--- src/rtl/esos_pkg.sv ---
// ----------------------------------------------------------------------------
// esos_pkg
// Shared constants, types and opcodes of the elevator SCAN order scheduler.
// ----------------------------------------------------------------------------
package esos_pkg;

  // Number of floors served by the scheduler.
  localparam int FLOOR_COUNT = 4;
  // Bits needed to index one floor inside a request vector.
  localparam int FLOOR_IDX_W = (FLOOR_COUNT > 1) ? $clog2(FLOOR_COUNT) : 1;
  // Widths of the word fields.
  localparam int OPCODE_W = 3;
  localparam int FLOOR_W  = 4;

  typedef logic [FLOOR_COUNT-1:0] floor_vec_t;
  typedef logic [FLOOR_IDX_W-1:0] floor_idx_t;

  // Opcodes of an input word; six and seven are unused.
  typedef enum logic [OPCODE_W-1:0] {
    OP_ADD_UP    = 3'd0,
    OP_ADD_DOWN  = 3'd1,
    OP_ADD_DEST  = 3'd2,
    OP_CLEAR_ALL = 3'd3,
    OP_CLEAR_FLR = 3'd4,
    OP_QUERY     = 3'd5
  } op_t;

  // Start request from the control path to the scan unit.
  typedef struct packed {
    logic       start;
    floor_idx_t cur;
    logic       up;
  } scan_req_t;

  // Completion status from the scan unit.
  typedef struct packed {
    logic       done;
    logic       found;
    floor_idx_t floor_idx;
  } scan_res_t;

endpackage

--- src/rtl/esos_if.sv ---
// ----------------------------------------------------------------------------
// esos_in_if / esos_out_if
// Valid/ready channels that carry input words and result words.
// ----------------------------------------------------------------------------
interface esos_in_if;
  import esos_pkg::*;

  logic                valid;
  logic                ready;
  logic [OPCODE_W-1:0] opcode;
  logic [FLOOR_W-1:0]  floor_number;
  logic                going_up;

  modport source (output valid, output opcode, output floor_number, output going_up,
                  input ready);
  modport sink (input valid, input opcode, input floor_number, input going_up,
                output ready);
endinterface

interface esos_out_if;
  import esos_pkg::*;

  logic               valid;
  logic               ready;
  logic [FLOOR_W-1:0] next_floor;
  logic               found;
  logic               bad_floor;

  modport source (output valid, output next_floor, output found, output bad_floor,
                  input ready);
  modport sink (input valid, input next_floor, input found, input bad_floor,
                output ready);
endinterface

--- src/rtl/esos_scan.sv ---
// ----------------------------------------------------------------------------
// esos_scan
// Sequential SCAN search: one floor is tested per cycle by a single bit
// select and compare, walking three passes under a small sequencer.
// ----------------------------------------------------------------------------
module esos_scan (
  input  logic                clk,
  input  logic                rst_n,
  input  esos_pkg::scan_req_t req,
  input  esos_pkg::floor_vec_t up_vec,
  input  esos_pkg::floor_vec_t down_vec,
  input  esos_pkg::floor_vec_t cabin_vec,
  output esos_pkg::scan_res_t res
);
  import esos_pkg::*;

  localparam floor_idx_t LAST_FLOOR = FLOOR_IDX_W'(FLOOR_COUNT - 1);

  typedef enum logic [1:0] {
    S_IDLE = 2'b01,
    S_RUN  = 2'b10
  } scan_state_t;

  typedef enum logic [2:0] {
    PASS_FWD  = 3'b001,
    PASS_BACK = 3'b010,
    PASS_WRAP = 3'b100
  } pass_t;

  scan_state_t state_r, state_nxt;
  pass_t       pass_r, pass_nxt;
  floor_idx_t  flr_r, flr_nxt;
  floor_idx_t  cur_r, cur_nxt;
  logic        up_r, up_nxt;
  scan_res_t   res_r, res_nxt;

  floor_vec_t  hall_vec;
  logic        hit;
  logic        move_up;
  floor_idx_t  flr_step;
  floor_idx_t  far_end;
  floor_idx_t  near_end;

  // The floor under test and the step toward the current pass direction.
  always_comb begin
    priority if (pass_r == PASS_BACK) begin
      hall_vec = up_r ? down_vec : up_vec;
    end else begin
      hall_vec = up_r ? up_vec : down_vec;
    end
    hit      = hall_vec[flr_r] | cabin_vec[flr_r];
    move_up  = (pass_r == PASS_BACK) ? !up_r : up_r;
    flr_step = move_up ? (flr_r + 1'b1) : (flr_r - 1'b1);
    far_end  = up_r ? LAST_FLOOR : '0;
    near_end = up_r ? '0 : LAST_FLOOR;
  end

  // Sequencer: start on request, then test one floor per cycle until a hit or the last pass ends.
  always_comb begin
    state_nxt     = state_r;
    pass_nxt      = pass_r;
    flr_nxt       = flr_r;
    cur_nxt       = cur_r;
    up_nxt        = up_r;
    res_nxt       = res_r;
    res_nxt.done  = 1'b0;
    unique case (state_r)
      S_IDLE: begin
        if (req.start) begin
          state_nxt = S_RUN;
          pass_nxt  = PASS_FWD;
          flr_nxt   = req.cur;
          cur_nxt   = req.cur;
          up_nxt    = req.up;
        end
      end
      S_RUN: begin
        if (hit) begin
          state_nxt         = S_IDLE;
          res_nxt.done      = 1'b1;
          res_nxt.found     = 1'b1;
          res_nxt.floor_idx = flr_r;
        end else begin
          unique case (pass_r)
            PASS_FWD: begin
              if (flr_r == far_end) begin
                pass_nxt = PASS_BACK;
                flr_nxt  = far_end;
              end else begin
                flr_nxt = flr_step;
              end
            end
            PASS_BACK: begin
              if (flr_r == near_end) begin
                // The wrap pass is empty when the car sits at the near end.
                if (near_end == cur_r) begin
                  state_nxt         = S_IDLE;
                  res_nxt.done      = 1'b1;
                  res_nxt.found     = 1'b0;
                  res_nxt.floor_idx = '0;
                end else begin
                  pass_nxt = PASS_WRAP;
                  flr_nxt  = near_end;
                end
              end else begin
                flr_nxt = flr_step;
              end
            end
            PASS_WRAP: begin
              if (flr_step == cur_r) begin
                state_nxt         = S_IDLE;
                res_nxt.done      = 1'b1;
                res_nxt.found     = 1'b0;
                res_nxt.floor_idx = '0;
              end else begin
                flr_nxt = flr_step;
              end
            end
            default: begin
              state_nxt = S_IDLE;
            end
          endcase
        end
      end
      default: begin
        state_nxt = S_IDLE;
      end
    endcase
  end

  // Registers.
  always_ff @(posedge clk) begin
    if (!rst_n) begin
      state_r  <= S_IDLE;
      pass_r   <= PASS_FWD;
      res_r    <= '0;
    end else begin
      state_r  <= state_nxt;
      pass_r   <= pass_nxt;
      res_r    <= res_nxt;
    end
    flr_r <= flr_nxt;
    cur_r <= cur_nxt;
    up_r  <= up_nxt;
  end

  assign res = res_r;

endmodule

--- src/rtl/elevator_scan_order_scheduler_core.sv ---
// ----------------------------------------------------------------------------
// elevator_scan_order_scheduler_core
// Keeps hall-up, hall-down and cabin request vectors and answers SCAN queries.
// ----------------------------------------------------------------------------
// Each accepted word gives one result word. A non-query word is staged and moves
// to the output register once that is free; an in-range query first runs the scan
// unit, which tests at most 2 * FLOOR_COUNT floors, and then has its result staged.
// Throughput: one word at a time; in_chan.ready returns once the result is in
// the output register. Synchronous active-low reset clears all request vectors.
module elevator_scan_order_scheduler_core (
  input  logic clk,
  input  logic rst_n,
  esos_in_if.sink    in_chan,
  esos_out_if.source out_chan
);
  import esos_pkg::*;

  typedef enum logic [2:0] {
    T_IDLE = 3'b001,
    T_SCAN = 3'b010,
    T_OUT  = 3'b100
  } top_state_t;

  top_state_t state_r, state_nxt;
  floor_vec_t up_r, up_nxt;
  floor_vec_t down_r, down_nxt;
  floor_vec_t cabin_r, cabin_nxt;

  logic [FLOOR_W-1:0] res_floor_r, res_floor_nxt;
  logic               res_found_r, res_found_nxt;
  logic               res_bad_r, res_bad_nxt;

  logic               out_valid_r, out_valid_nxt;
  logic [FLOOR_W-1:0] out_floor_r, out_floor_nxt;
  logic               out_found_r, out_found_nxt;
  logic               out_bad_r, out_bad_nxt;

  logic       accept;
  logic       floor_ok;
  floor_idx_t flr_idx;
  floor_vec_t flr_bit;
  scan_req_t  scan_req;
  scan_res_t  scan_res;

  assign accept   = in_chan.valid && in_chan.ready;
  assign floor_ok = {1'b0, in_chan.floor_number} < (FLOOR_W + 1)'(FLOOR_COUNT);
  assign flr_idx  = in_chan.floor_number[FLOOR_IDX_W-1:0];
  assign flr_bit  = floor_ok ? (floor_vec_t'(1) << flr_idx) : '0;

  // Scan unit that serves queries.
  esos_scan u_scan (
    .clk       (clk),
    .rst_n     (rst_n),
    .req       (scan_req),
    .up_vec    (up_r),
    .down_vec  (down_r),
    .cabin_vec (cabin_r),
    .res       (scan_res)
  );

  // Word decode, request vector update, result staging and output register load.
  always_comb begin
    state_nxt      = state_r;
    up_nxt         = up_r;
    down_nxt       = down_r;
    cabin_nxt      = cabin_r;
    res_floor_nxt  = res_floor_r;
    res_found_nxt  = res_found_r;
    res_bad_nxt    = res_bad_r;
    out_valid_nxt  = out_valid_r && !out_chan.ready;
    out_floor_nxt  = out_floor_r;
    out_found_nxt  = out_found_r;
    out_bad_nxt    = out_bad_r;
    scan_req.start = 1'b0;
    scan_req.cur   = flr_idx;
    scan_req.up    = in_chan.going_up;
    unique case (state_r)
      T_IDLE: begin
        if (accept) begin
          res_floor_nxt = '0;
          res_found_nxt = 1'b0;
          res_bad_nxt   = 1'b0;
          state_nxt     = T_OUT;
          unique case (op_t'(in_chan.opcode))
            OP_ADD_UP: begin
              res_bad_nxt = !floor_ok;
              up_nxt      = up_r | flr_bit;
            end
            OP_ADD_DOWN: begin
              res_bad_nxt = !floor_ok;
              down_nxt    = down_r | flr_bit;
            end
            OP_ADD_DEST: begin
              res_bad_nxt = !floor_ok;
              cabin_nxt   = cabin_r | flr_bit;
            end
            OP_CLEAR_ALL: begin
              up_nxt    = '0;
              down_nxt  = '0;
              cabin_nxt = '0;
            end
            OP_CLEAR_FLR: begin
              res_bad_nxt = !floor_ok;
              up_nxt      = up_r & ~flr_bit;
              down_nxt    = down_r & ~flr_bit;
              cabin_nxt   = cabin_r & ~flr_bit;
            end
            OP_QUERY: begin
              res_bad_nxt = !floor_ok;
              if (floor_ok) begin
                scan_req.start = 1'b1;
                state_nxt      = T_SCAN;
              end
            end
            default: begin
            end
          endcase
        end
      end
      T_SCAN: begin
        if (scan_res.done) begin
          res_found_nxt = scan_res.found;
          res_floor_nxt = FLOOR_W'(scan_res.floor_idx);
          state_nxt     = T_OUT;
        end
      end
      T_OUT: begin
        // Move the staged result into the output register when it is free.
        if (!out_valid_r || out_chan.ready) begin
          out_valid_nxt = 1'b1;
          out_floor_nxt = res_floor_r;
          out_found_nxt = res_found_r;
          out_bad_nxt   = res_bad_r;
          state_nxt     = T_IDLE;
        end
      end
      default: begin
        state_nxt = T_IDLE;
      end
    endcase
  end

  // Registers.
  always_ff @(posedge clk) begin
    if (!rst_n) begin
      state_r     <= T_IDLE;
      up_r        <= '0;
      down_r      <= '0;
      cabin_r     <= '0;
      out_valid_r <= 1'b0;
    end else begin
      state_r     <= state_nxt;
      up_r        <= up_nxt;
      down_r      <= down_nxt;
      cabin_r     <= cabin_nxt;
      out_valid_r <= out_valid_nxt;
    end
    res_floor_r <= res_floor_nxt;
    res_found_r <= res_found_nxt;
    res_bad_r   <= res_bad_nxt;
    out_floor_r <= out_floor_nxt;
    out_found_r <= out_found_nxt;
    out_bad_r   <= out_bad_nxt;
  end

  assign in_chan.ready       = (state_r == T_IDLE);
  assign out_chan.valid      = out_valid_r;
  assign out_chan.next_floor = out_floor_r;
  assign out_chan.found      = out_found_r;
  assign out_chan.bad_floor  = out_bad_r;

endmodule

--- src/flat_wrapper.sv ---
// flat-port wrapper written by rule: the top's interface ports become plain ports
module elevator_scan_order_scheduler_core_flat import esos_pkg::*;
  (clk, rst_n, in_chan_valid, in_chan_opcode, in_chan_floor_number, in_chan_going_up, in_chan_ready, out_chan_valid, out_chan_next_floor, out_chan_found, out_chan_bad_floor, out_chan_ready);
  esos_in_if in_chan_i ();
  esos_out_if out_chan_i ();
  input  logic clk;
  input  logic rst_n;
  input wire logic [$bits(in_chan_i.valid)-1:0] in_chan_valid;
  input wire logic [$bits(in_chan_i.opcode)-1:0] in_chan_opcode;
  input wire logic [$bits(in_chan_i.floor_number)-1:0] in_chan_floor_number;
  input wire logic [$bits(in_chan_i.going_up)-1:0] in_chan_going_up;
  output wire logic [$bits(in_chan_i.ready)-1:0] in_chan_ready;
  output wire logic [$bits(out_chan_i.valid)-1:0] out_chan_valid;
  output wire logic [$bits(out_chan_i.next_floor)-1:0] out_chan_next_floor;
  output wire logic [$bits(out_chan_i.found)-1:0] out_chan_found;
  output wire logic [$bits(out_chan_i.bad_floor)-1:0] out_chan_bad_floor;
  input wire logic [$bits(out_chan_i.ready)-1:0] out_chan_ready;
  assign in_chan_i.valid = in_chan_valid;
  assign in_chan_i.opcode = in_chan_opcode;
  assign in_chan_i.floor_number = in_chan_floor_number;
  assign in_chan_i.going_up = in_chan_going_up;
  assign in_chan_ready = in_chan_i.ready;
  assign out_chan_valid = out_chan_i.valid;
  assign out_chan_next_floor = out_chan_i.next_floor;
  assign out_chan_found = out_chan_i.found;
  assign out_chan_bad_floor = out_chan_i.bad_floor;
  assign out_chan_i.ready = out_chan_ready;
  elevator_scan_order_scheduler_core u_core (.clk(clk), .rst_n(rst_n), .in_chan(in_chan_i), .out_chan(out_chan_i));
endmodule
--- config.mk ---
export PLATFORM = sky130hd
export DESIGN_NAME = elevator_scan_order_scheduler_core_flat
export DESIGN_NICKNAME = d
export VERILOG_FILES = /design/src/rtl/esos_pkg.sv /design/src/rtl/esos_if.sv /design/src/rtl/esos_scan.sv /design/src/rtl/elevator_scan_order_scheduler_core.sv /design/src/flat_wrapper.sv
export SDC_FILE = /design/constraint.sdc
export NUM_CORES = 1
export LEC_CHECK = 0
export BUFFER_PORTS_ARGS = -buffer_cell sky130_fd_sc_hd__buf_4
export CORE_ASPECT_RATIO = 0.75
export CORE_UTILIZATION = 34
export DETAILED_ROUTE_END_ITERATION = 7
export GPL_ROUTABILITY_DRIVEN = 0
export HOLD_SLACK_MARGIN = 0.12
export PLACE_DENSITY_LB_ADDON = 0.15
export SYNTH_ARGS = -nofsm -noshare
export SYNTH_HDL_FRONTEND = slang
export SYNTH_HIERARCHICAL = 1
export SYNTH_SLANG_ARGS = --single-unit
--- constraint.sdc ---
create_clock -name clk -period 2.6 [get_ports clk]
set_input_delay 0.39 -clock clk [delete_from_list [all_inputs] [get_ports clk]]
set_output_delay 0.39 -clock clk [all_outputs]
set_load 0.03 [all_outputs]
==> metrics.yaml, run 1 <==
synth_edf_count: 13
drtIter0Drc: 72
place_area_sq_um: 2419
synthArstFlopShare_pct: 0
cts_tree: "done"
finalSetupTns_ps: 0
cts_max_path_buffers: 2
track_usage_pct: 15.44
fin_area_sq_um: 2556
postSynthAreaPerCell_sq_um: 9.246
wl_um: 4790
dp_slack_ps: 172.3
whs_ps: 272.9
post_cts_resized: 0
drv_slew: 0
finalClockSkew_ps: 4.550
hold_viol_final: 0
p_total_mw: 1.340
coreArea_sq_um: 6319
arrival_ps: 2440
ant_nets: 0
rows: 25
setup_slack_ps: 161.9
clock_sinks: 38
pwr_density_cell_nw_per_um2: 524.2
cts_setup_buffers: 0
synth-seq-cells: 38
period_needed_ps: 2438
min_path_type: "in2reg"
ios: 20
slew_headroom_pct: 44.40
hpwl_um: 3589
fmax_mhz: 410.1
die_y_um: 72.11
vias_per_cell: 5.319
fp.dieW_um: 95.48
cap_violations: 0
worstSetupStartpointType: "flip-flop"
clk_latency_ps: 290
layout-drive-gt1-share_pct: 15.50
ys.flop_type: "dfxtp_1"
antenna_found_initial: 0
end_kind: "flip-flop"
tightest_slew_ps: 822.5
layout.nets: 271
synthCells: 241
post-route-period-util_pct: 93.77
htreeDepth: 2
synthDistinctLibCells: 67
grt_max_degree: 18
die_area_sq_um: 6885
required_ps: 2600
port_buffers: 17
rsz0062_at_grt: "no"
status: "finished clean"
yosysWarnings: 6
utilization_pct: 40.46
first_pass_iters: 4
clkTransAtPathRegs_ps: 80
ir_worst_vdd_mv: 0.2782
holdBufCountCts: 0
grt_first_pass_wirelength_um: 8079
vias: 1803
gr-total-overflow: 0
syn-cell-area_sq_um: 2228
numCtsBuffers: 5
fillCellCount: 656
grt_pass1_vias: 1600
seq_area_frac_synth_pct: 39.98
n_antenna_cell: 0
wire_per_inst_um: 14.13
crit_type: "reg2reg"
p_leak_nw: 0.9011
dp_cells: 331
syn_to_final_growth_pct: 14.71
instances_no_fill: 339
crit_fanout: 9
initial_core_util_pct: 35.27
setup_viol: 0
drc: 0
root_buffer: "clkbuf_8"
==> per-layer routing <==
metal  routed length [um]  global-route usage [%]  vias to the layer above
met5                    0                       0                        -
met4                   25                   4.478                        0
met3                  247                   3.459                        2
met2                 1934                   21.43                       49
met1                 2583                   23.59                      827
li1                     -                       -                      925
==> sequential cells by signal (all words and copies together), names as in the netlist <==
signal and flops:
u_core/u_scan/state_r 2, u_core/u_scan/res 4, u_core/out_chan.bad_floor 1, u_core/cabin_r 4, u_core/out_chan.valid 1, u_core/out_chan.found 1, u_core/u_scan/flr_r 2, u_core/u_scan/cur_r 2
u_core/u_scan/up_r 1, u_core/out_chan.next_floor 2, u_core/down_r 4, u_core/u_scan/pass_r 3, u_core/up_r 4, u_core/state_r 3, u_core/res_floor_r 2, u_core/res_bad_r 1
u_core/res_found_r 1
==> layout by cell type, fill, tap and decap left out, types with 2 or more instances in the layout <==
cell type / instances
buf_4: 26
dfxtp_1: 25
a21oi_1: 23
inv_1: 20
nand2_1: 13
edfxtp_1: 13
nor2b_1: 8
nor3_1: 8
mux2i_1: 7
nor2_1: 6
a2111oi_1: 6
nand2b_1: 6
clkbuf_8: 5
nand3_1: 5
o21ai_0: 5
nor3b_1: 4
and2_1: 4
or2_1: 4
o21a_1: 4
o211ai_1: 4
a2111oi_0: 3
a21o_1: 3
or3_1: 3
bufinv_16: 2
nand4bb_1: 2
and4_1: 2
o31ai_1: 2
nor4_1: 2
xnor2_1: 2
conb_1: 2
nand3b_1: 2
ha_1: 2
==> cells by family after synthesis <==
family | after synthesis | share of synthesized area, %
buffers and inverters | 39 | 8.478
muxes | 8 | 3.650
other | 1 | 0.1683
and+or+nand+nor | 78 | 21.45
DFF | 38 | 39.98
AOI/OAI and AO/OA | 70 | 22.24
adders and majority gates | 2 | 1.123
xor gates and xnor gates | 5 | 2.920
==> where the power goes <==
part	internal, mW	switching (mW)
registers	0.623	0.00500
logic	0.0400	0.0619
clock network	0.385	0.226
==> worst max-delay path: stages (launching register included) <==
cell and delay (ps):
dfxtp_1 510, nor3b_4 430, xnor2_2 180, mux2i_1 240, a22o_1 280, or2_1 250
and4_1 270
==> layout make-up <==
type                            instances  area (sq um)  area share, %
Multi-Input combinational cell        165          1152          45.08
Clock inverter                          3         68.82          2.692
Tap cell                               81         101.3          3.965
Timing Repair Buffer                   26         195.2          7.636
Sequential cell                        38         890.9          34.85
Inverter                               21         78.83          3.084
Clock buffer                            5         68.82          2.692
==> final timing paths <==
check / cells after the start / slack [ps] / from / end
min: 1 / 270 / in_chan_going_up / u_core/u_scan/up_r$_DFFE_PP_
max: 6 / 160 / u_core/u_scan/pass_r[1]$_SDFFE_PN0P_ / u_core/u_scan/flr_r[0]$_DFFE_PP_
max reg2reg: 6 / 160 / u_core/u_scan/pass_r[1]$_SDFFE_PN0P_ / u_core/u_scan/flr_r[0]$_DFFE_PP_
min reg2reg: 0 / 420 / u_core/res_floor_r[0]$_SDFFCE_PN0P_ / u_core/out_chan.next_floor[0]$_DFFE_PP_
==> synthesized netlist by cell type (4+ instances only) <==
library cell	count	area share (%)
buf_2	4	0.90
nand3_1	5	1.1
a21oi_1	23	5.2
a2111oi_1	6	2.7
or2_1	4	1.1
inv_1	20	3.4
mux2i_1	7	3.1
nor3_1	8	1.8
nor2b_1	8	2.2
buf_6	4	2.0
nor3b_1	4	1.3
o211ai_1	4	1.3
edfxtp_1	13	18
nand2b_1	6	1.7
nor2_1	6	1.0
o21a_1	4	1.3
nand2_1	13	2.2
and2_1	4	1.1
clkbuf_1	8	1.3
dfxtp_1	25	22
o21ai_0	5	1.1
(Power assumes the default switching activity.)
==> run 2, diff against run 1 <==
Settings changed: SETUP_SLACK_MARGIN set to 0.4.
==> metrics.yaml, run 2 (synthesized netlist as in run 1, its figures left out) <==
coreArea_sq_um: 6319  # unchanged
p_total_mw: 1.341  # was 1.340 mW
cts_tree: "done"  # unchanged
cap_violations: 0  # unchanged
rows: 25  # unchanged
crit_chain: "mux2_2, a311o_1, a21oi_1, a22o_2, or2_4, and4_4"  # was nor3b_4, xnor2_2, mux2i_1, a22o_1, or2_1, and4_1
worstSetupStartpointType: "flip-flop"  # unchanged
met3_usage_pct: 3.459  # unchanged
arrival_ps: 2170  # was 2440 ps
initial_core_util_pct: 35.27  # unchanged
grt_max_degree: 18  # unchanged
port_buffers: 17  # unchanged
htreeDepth: 2  # unchanged
post-route-period-util_pct: 83.09  # was 93.77%
hpwl_um: 3589  # unchanged
fp.dieW_um: 95.48  # unchanged
fillCellCount: 643  # was 656
die_y_um: 72.11  # unchanged
cts_max_path_buffers: 2  # unchanged
n_antenna_cell: 0  # unchanged
clock_sinks: 38  # unchanged
grt_pass1_vias: 1608  # was 1600
slew_headroom_pct: 42.06  # was 44.40%
end_kind: "flip-flop"  # unchanged
setup_viol: 0  # unchanged
first_pass_iters: 4  # unchanged
ir_worst_vdd_mv: 0.2791  # was 0.2782 mV
pwr_density_cell_nw_per_um2: 508.1  # was 524.2 nW/um^2
clk_latency_ps: 290  # about the same
rsz0062_at_grt: "yes"  # was no
ios: 20  # unchanged
wire_per_inst_um: 14.31  # was 14.13 um
required_ps: 2610  # was 2600 ps
die_area_sq_um: 6885  # unchanged
clkTransAtPathRegs_ps: 80  # about the same
status: "finished clean"  # unchanged
holdBufCountCts: 0  # unchanged
hold_viol_final: 0  # unchanged
drtIter0Drc: 117  # was 72
dp_cells: 331  # unchanged
layout.nets: 277  # was 271
vias_per_cell: 5.307  # was 5.319
layout-drive-gt1-share_pct: 20.83  # was 15.50%
grt.busiest_layer: "met1"  # unchanged
layout_common_cells: "buf_4, a21oi_1, dfxtp_1"  # was buf_4, dfxtp_1, a21oi_1
wl_um: 4938  # was 4790 um
grt_first_pass_wirelength_um: 8135  # was 8079 um
grt_util_met2_pct: 21.75  # was 21.43%
antenna_found_initial: 0  # unchanged
use_met1_pct: 23.65  # was 23.59%
ant_nets: 0  # unchanged
instances_no_fill: 345  # was 339
track_usage_pct: 15.55  # was 15.44%
finalClockSkew_ps: 4.993  # was 4.550 ps
setup_slack_ps: 439.6  # was 161.9 ps
p_leak_nw: 0.9508  # was 0.9011 nW
syn_to_final_growth_pct: 18.47  # was 14.71%
fmax_mhz: 462.9  # was 410.1 MHz
vias: 1831  # was 1803
final_common_cell: "buf_4"  # unchanged
crit_type: "reg2reg"  # unchanged
min_path_type: "in2reg"  # unchanged
dp_slack_ps: 172.3  # unchanged
numCtsBuffers: 5  # unchanged
crit_fanout: 6  # was 9
slowest_delay_ps: 450  # was 510 ps
gr-total-overflow: 0  # unchanged
drc: 0  # unchanged
tightest_slew_ps: 857.0  # was 822.5 ps
finalSetupTns_ps: 0  # unchanged
whs_ps: 273.4  # was 272.9 ps
drv_slew: 0  # unchanged
cp_slowest_cell: "edfxtp_1"  # was dfxtp_1
period_needed_ps: 2160  # was 2438 ps
root_buffer: "clkbuf_8"  # unchanged
run 2: cell types whose count changed in the layout (fill, tap and decap cells not counted), sizes merged:
cell and delta:
buf +6
run 2: metal layers:
layer  vias up  part of all wire, %
met3         2                  4.7
met5         -                    0
met1       845                   54
met2        47                   41
li1        937                    -
met4         0                 0.51
run 2: where the power goes:
part	leakage (nW)	total [mW]	internal [mW]	switching [mW]
logic	0.559	0.105	0.0420	0.0629
clock network	0.0683	0.610	0.385	0.225
registers	0.323	0.627	0.622	0.00498
run 2: worst paths after layout:
check	from	to	slack, ps	depth (start not counted)
setup / recovery	u_core/u_scan/flr_r[0]$_DFFE_PP_	u_core/u_scan/flr_r[0]$_DFFE_PP_	440	6
hold / removal	in_chan_going_up	u_core/u_scan/up_r$_DFFE_PP_	270	1
setup reg to reg	u_core/u_scan/flr_r[0]$_DFFE_PP_	u_core/u_scan/flr_r[0]$_DFFE_PP_	440	6
hold reg to reg	u_core/res_floor_r[0]$_SDFFCE_PN0P_	u_core/out_chan.next_floor[0]$_DFFE_PP_	420	0
run 2: area by class of cell:
type / count / area, sq um / area share (%)
Multi-Input combinational cell: 165 / 1182 / 44.79
Sequential cell: 38 / 895.9 / 33.93
Clock inverter: 3 / 68.82 / 2.607
Timing Repair Buffer: 32 / 244.0 / 9.242
Tap cell: 81 / 101.3 / 3.839
Clock buffer: 5 / 68.82 / 2.607
Inverter: 21 / 78.83 / 2.986
run 2: worst max-delay path, delay by kind of cell (launching register included):
kind            cells  cell delay (ps)
mux                 1              360
compound gates      3              670
simple gates        2              400
flops               1              450
run 2: repair_timing:
item	in CTS	in global routing
pin swaps	0	1
buffers inserted	1	5
gates resized for setup	3	8
endpoints found under the hold margin	0	0
setup endpoints to repair	6	9
run 2: stage by stage:
step	util, %	cell area [sq um]
global route	41.78	2640
finish	41.78	2640
CTS	40.65	2569
global placement	38.28	2419
floorplan	-	2232
detailed placement	38.28	2419
==> run 3, diff against run 2 <==
Clock period 2.6 ns to 1.9 ns, I/O delays scaled along.
==> metrics.yaml, run 3 (synthesized netlist as in run 1, its figures left out) <==
final_common_cell: "buf_4"  # unchanged
fp.dieW_um: 95.48  # unchanged
hp-start: "in_chan_going_up"  # unchanged
fin_area_sq_um: 3174  # was 2640 sq um
seqPwrFrac_pct: 45.7  # was 46.7%
holdBufCountCts: 0  # unchanged
cp_slowest_cell: "edfxtp_1"  # unchanged
antenna_found_initial: 0  # unchanged
p_int_mw: 1.460  # was 1.048 mW
layout.nets: 305  # was 277
rows: 25  # unchanged
drv_slew: 0  # unchanged
pwr_density_cell_nw_per_um2: 592.9  # was 508.1 nW/um^2
numCtsBuffers: 5  # unchanged
crit_fanout: 7  # was 6
worstSetupStartpointType: "flip-flop"  # unchanged
timing.rr.start: "u_core/u_scan/flr_r[0]$_DFFE_PP_"  # unchanged
p_sw_share_pct: 22.42  # was 21.85%
first_pass_iters: 5  # was 4
clkTransAtPathRegs_ps: 80  # about the same
post-route-period-util_pct: 102.4  # was 83.09%
drtIter0Drc: 64  # was 117
worstHoldPathCells: 1  # unchanged
cp-startpoint: "u_core/u_scan/flr_r[0]$_DFFE_PP_"  # unchanged
n_antenna_cell: 0  # unchanged
crit_type: "reg2reg"  # unchanged
clkPwrFrac_pct: 44.2  # was 45.5%
r2r-end: "u_core/u_scan/pass_r[0]$_SDFFE_PN1P_"  # was u_core/u_scan/flr_r[0]$_DFFE_PP_
ant_nets: 0  # unchanged
slowest_delay_ps: 440  # was 450 ps
vias: 1987  # was 1831
track_usage_pct: 17.11  # was 15.55%
utilization_pct: 50.24  # was 41.78%
drc: 0  # unchanged
htreeDepth: 2  # unchanged
clock_sinks: 38  # unchanged
wl_um: 5724  # was 4938 um
status: "complete, but fails checks"  # was finished clean
setup_viol: 5  # was 0
initial_core_util_pct: 35.27  # unchanged
vias_per_cell: 5.327  # was 5.307
p_leak_nw: 1.173  # was 0.9508 nW
cts_max_path_buffers: 2  # unchanged
hold_viol_final: 0  # unchanged
period_needed_ps: 1945  # was 2160 ps
layout-drive-gt1-share_pct: 40.07  # was 20.83%
arrival_ps: 2130  # was 2170 ps
place_area_sq_um: 2608  # was 2419 sq um
p_switching_mw: 0.4219  # was 0.2931 mW
grt_first_pass_wirelength_um: 8914  # was 8135 um
p_total_mw: 1.882  # was 1.341 mW
whs_ps: 170.1  # was 273.4 ps
p_comb_share_pct: 10.1  # was 7.8%
ff2ff_path_depth: 7  # was 6
cp-endpoint: "u_core/u_scan/pass_r[0]$_SDFFE_PN1P_"  # was u_core/u_scan/flr_r[0]$_DFFE_PP_
fmax_mhz: 514.1  # was 462.9 MHz
rsz0062_at_grt: "yes"  # unchanged
ios: 20  # unchanged
wire_per_inst_um: 15.35  # was 14.31 um
layout_common_cells: "buf_4, a21oi_1, inv_1, dfxtp_1, edfxtp_1"  # was buf_4, a21oi_1, dfxtp_1
cts_tree: "done"  # unchanged
die_area_sq_um: 6885  # unchanged
clk_latency_ps: 290  # about the same
setup_slack_ps: -45.09  # was 439.6 ps
grt_pass1_vias: 1888  # was 1608
hpwl_um: 3880  # was 3589 um
reg2reg_slack_ps: -50  # was 440 ps
coreArea_sq_um: 6319  # unchanged
end_kind: "flip-flop"  # unchanged
min_path_type: "in2reg"  # unchanged
syn_to_final_growth_pct: 42.45  # was 18.47%
cap_violations: 0  # unchanged
violations: "negative setup slack"
finalClockSkew_ps: 8.389  # was 4.993 ps
port_buffers: 17  # unchanged
grt_max_degree: 18  # unchanged
required_ps: 2090  # was 2610 ps
die_y_um: 72.11  # unchanged
root_buffer: "clkbuf_8"  # unchanged
gr-total-overflow: 0  # unchanged
crit_chain: "buf_6, or3_1, a211oi_2, a31oi_1, a311oi_1, nand2_1, a21o_1"  # was mux2_2, a311o_1, a21oi_1, a22o_2, or2_4, and4_4
ir_worst_vdd_mv: 0.3285  # was 0.2791 mV
## run 3: cell count changes in the layout (fill, tap and decap cells not counted), moves of 4 or more
cell,before,now
dfxtp_2,1,6
dfxtp_1,23,19
a21oi_2,0,4
a2111oi_1,6,2
buf_4,31,48
buf_6,1,10
a2111oi_4,0,5
nor3_1,8,3
a21oi_1,23,19
## run 3: worst min path at each step
stage	end	slack, ps
after floorplan	u_core/state_r[0]$_SDFFE_PN1P_	360
after global placement	u_core/out_chan.found$_DFFE_PP_	410
after detailed placement	u_core/out_chan.found$_DFFE_PP_	410
after CTS	u_core/u_scan/up_r$_DFFE_PP_	160
after global routing	u_core/u_scan/up_r$_DFFE_PP_	160
final	u_core/u_scan/up_r$_DFFE_PP_	170
## run 3: power by group through the flow
stage          clock (mW)  combinational [mW]  sequential [mW]
4_1_cts             0.863               0.165            0.858
5_1_grt             0.890               0.204            0.862
2_1_floorplan           0              0.0913            0.879
3_5_place_dp            0               0.152            0.877
3_3_place_gp            0               0.152            0.877
6_report            0.831               0.191            0.861
## run 3: cell type report
| class | instances | area [sq um] |
|---|---|---|
| Fill cell | 604 | 3144 |
| Multi-Input combinational cell | 165 | 1455 |
| Sequential cell | 38 | 898.4 |
| Timing Repair Buffer | 60 | 503.0 |
| Tap cell | 81 | 101.3 |
| Inverter | 21 | 78.83 |
| Clock buffer | 5 | 68.82 |
| Clock inverter | 3 | 68.82 |
## run 3: routing by layer
layer / GRT usage, % / routed length [um]
met5: 0 / 0
met4: 7.463 / 104
met3: 3.459 / 214
met2: 26.83 / 2695
met1: 22.87 / 2710
## run 3: through the flow
step	setup WS [ps]	cells	setup TNS [ps]
global route	-145.6	373	-972.7
finish	-45.09	373	-82.69
CTS	-33.52	368	-72.62
detailed placement	-66.35	354	-147.6
floorplan	-128.1	242	-256.2
global placement	-44.21	354	-88.42
## run 3: what timing repair did
action	CTS	global route
endpoints found under the setup margin	32	32
pin swaps	15	16
buffers inserted	6	5
resized for setup	45	30
endpoints found under the hold margin	0	0
## run 3: worst max-delay path, delay by kind of cell (launching register included)
kind / cells / cell delay (ps)
AND/OR/NAND/NOR: 2 / 470
flip-flops: 1 / 440
buffers and inverters: 1 / 170
AO/OA/AOI/OAI: 4 / 770
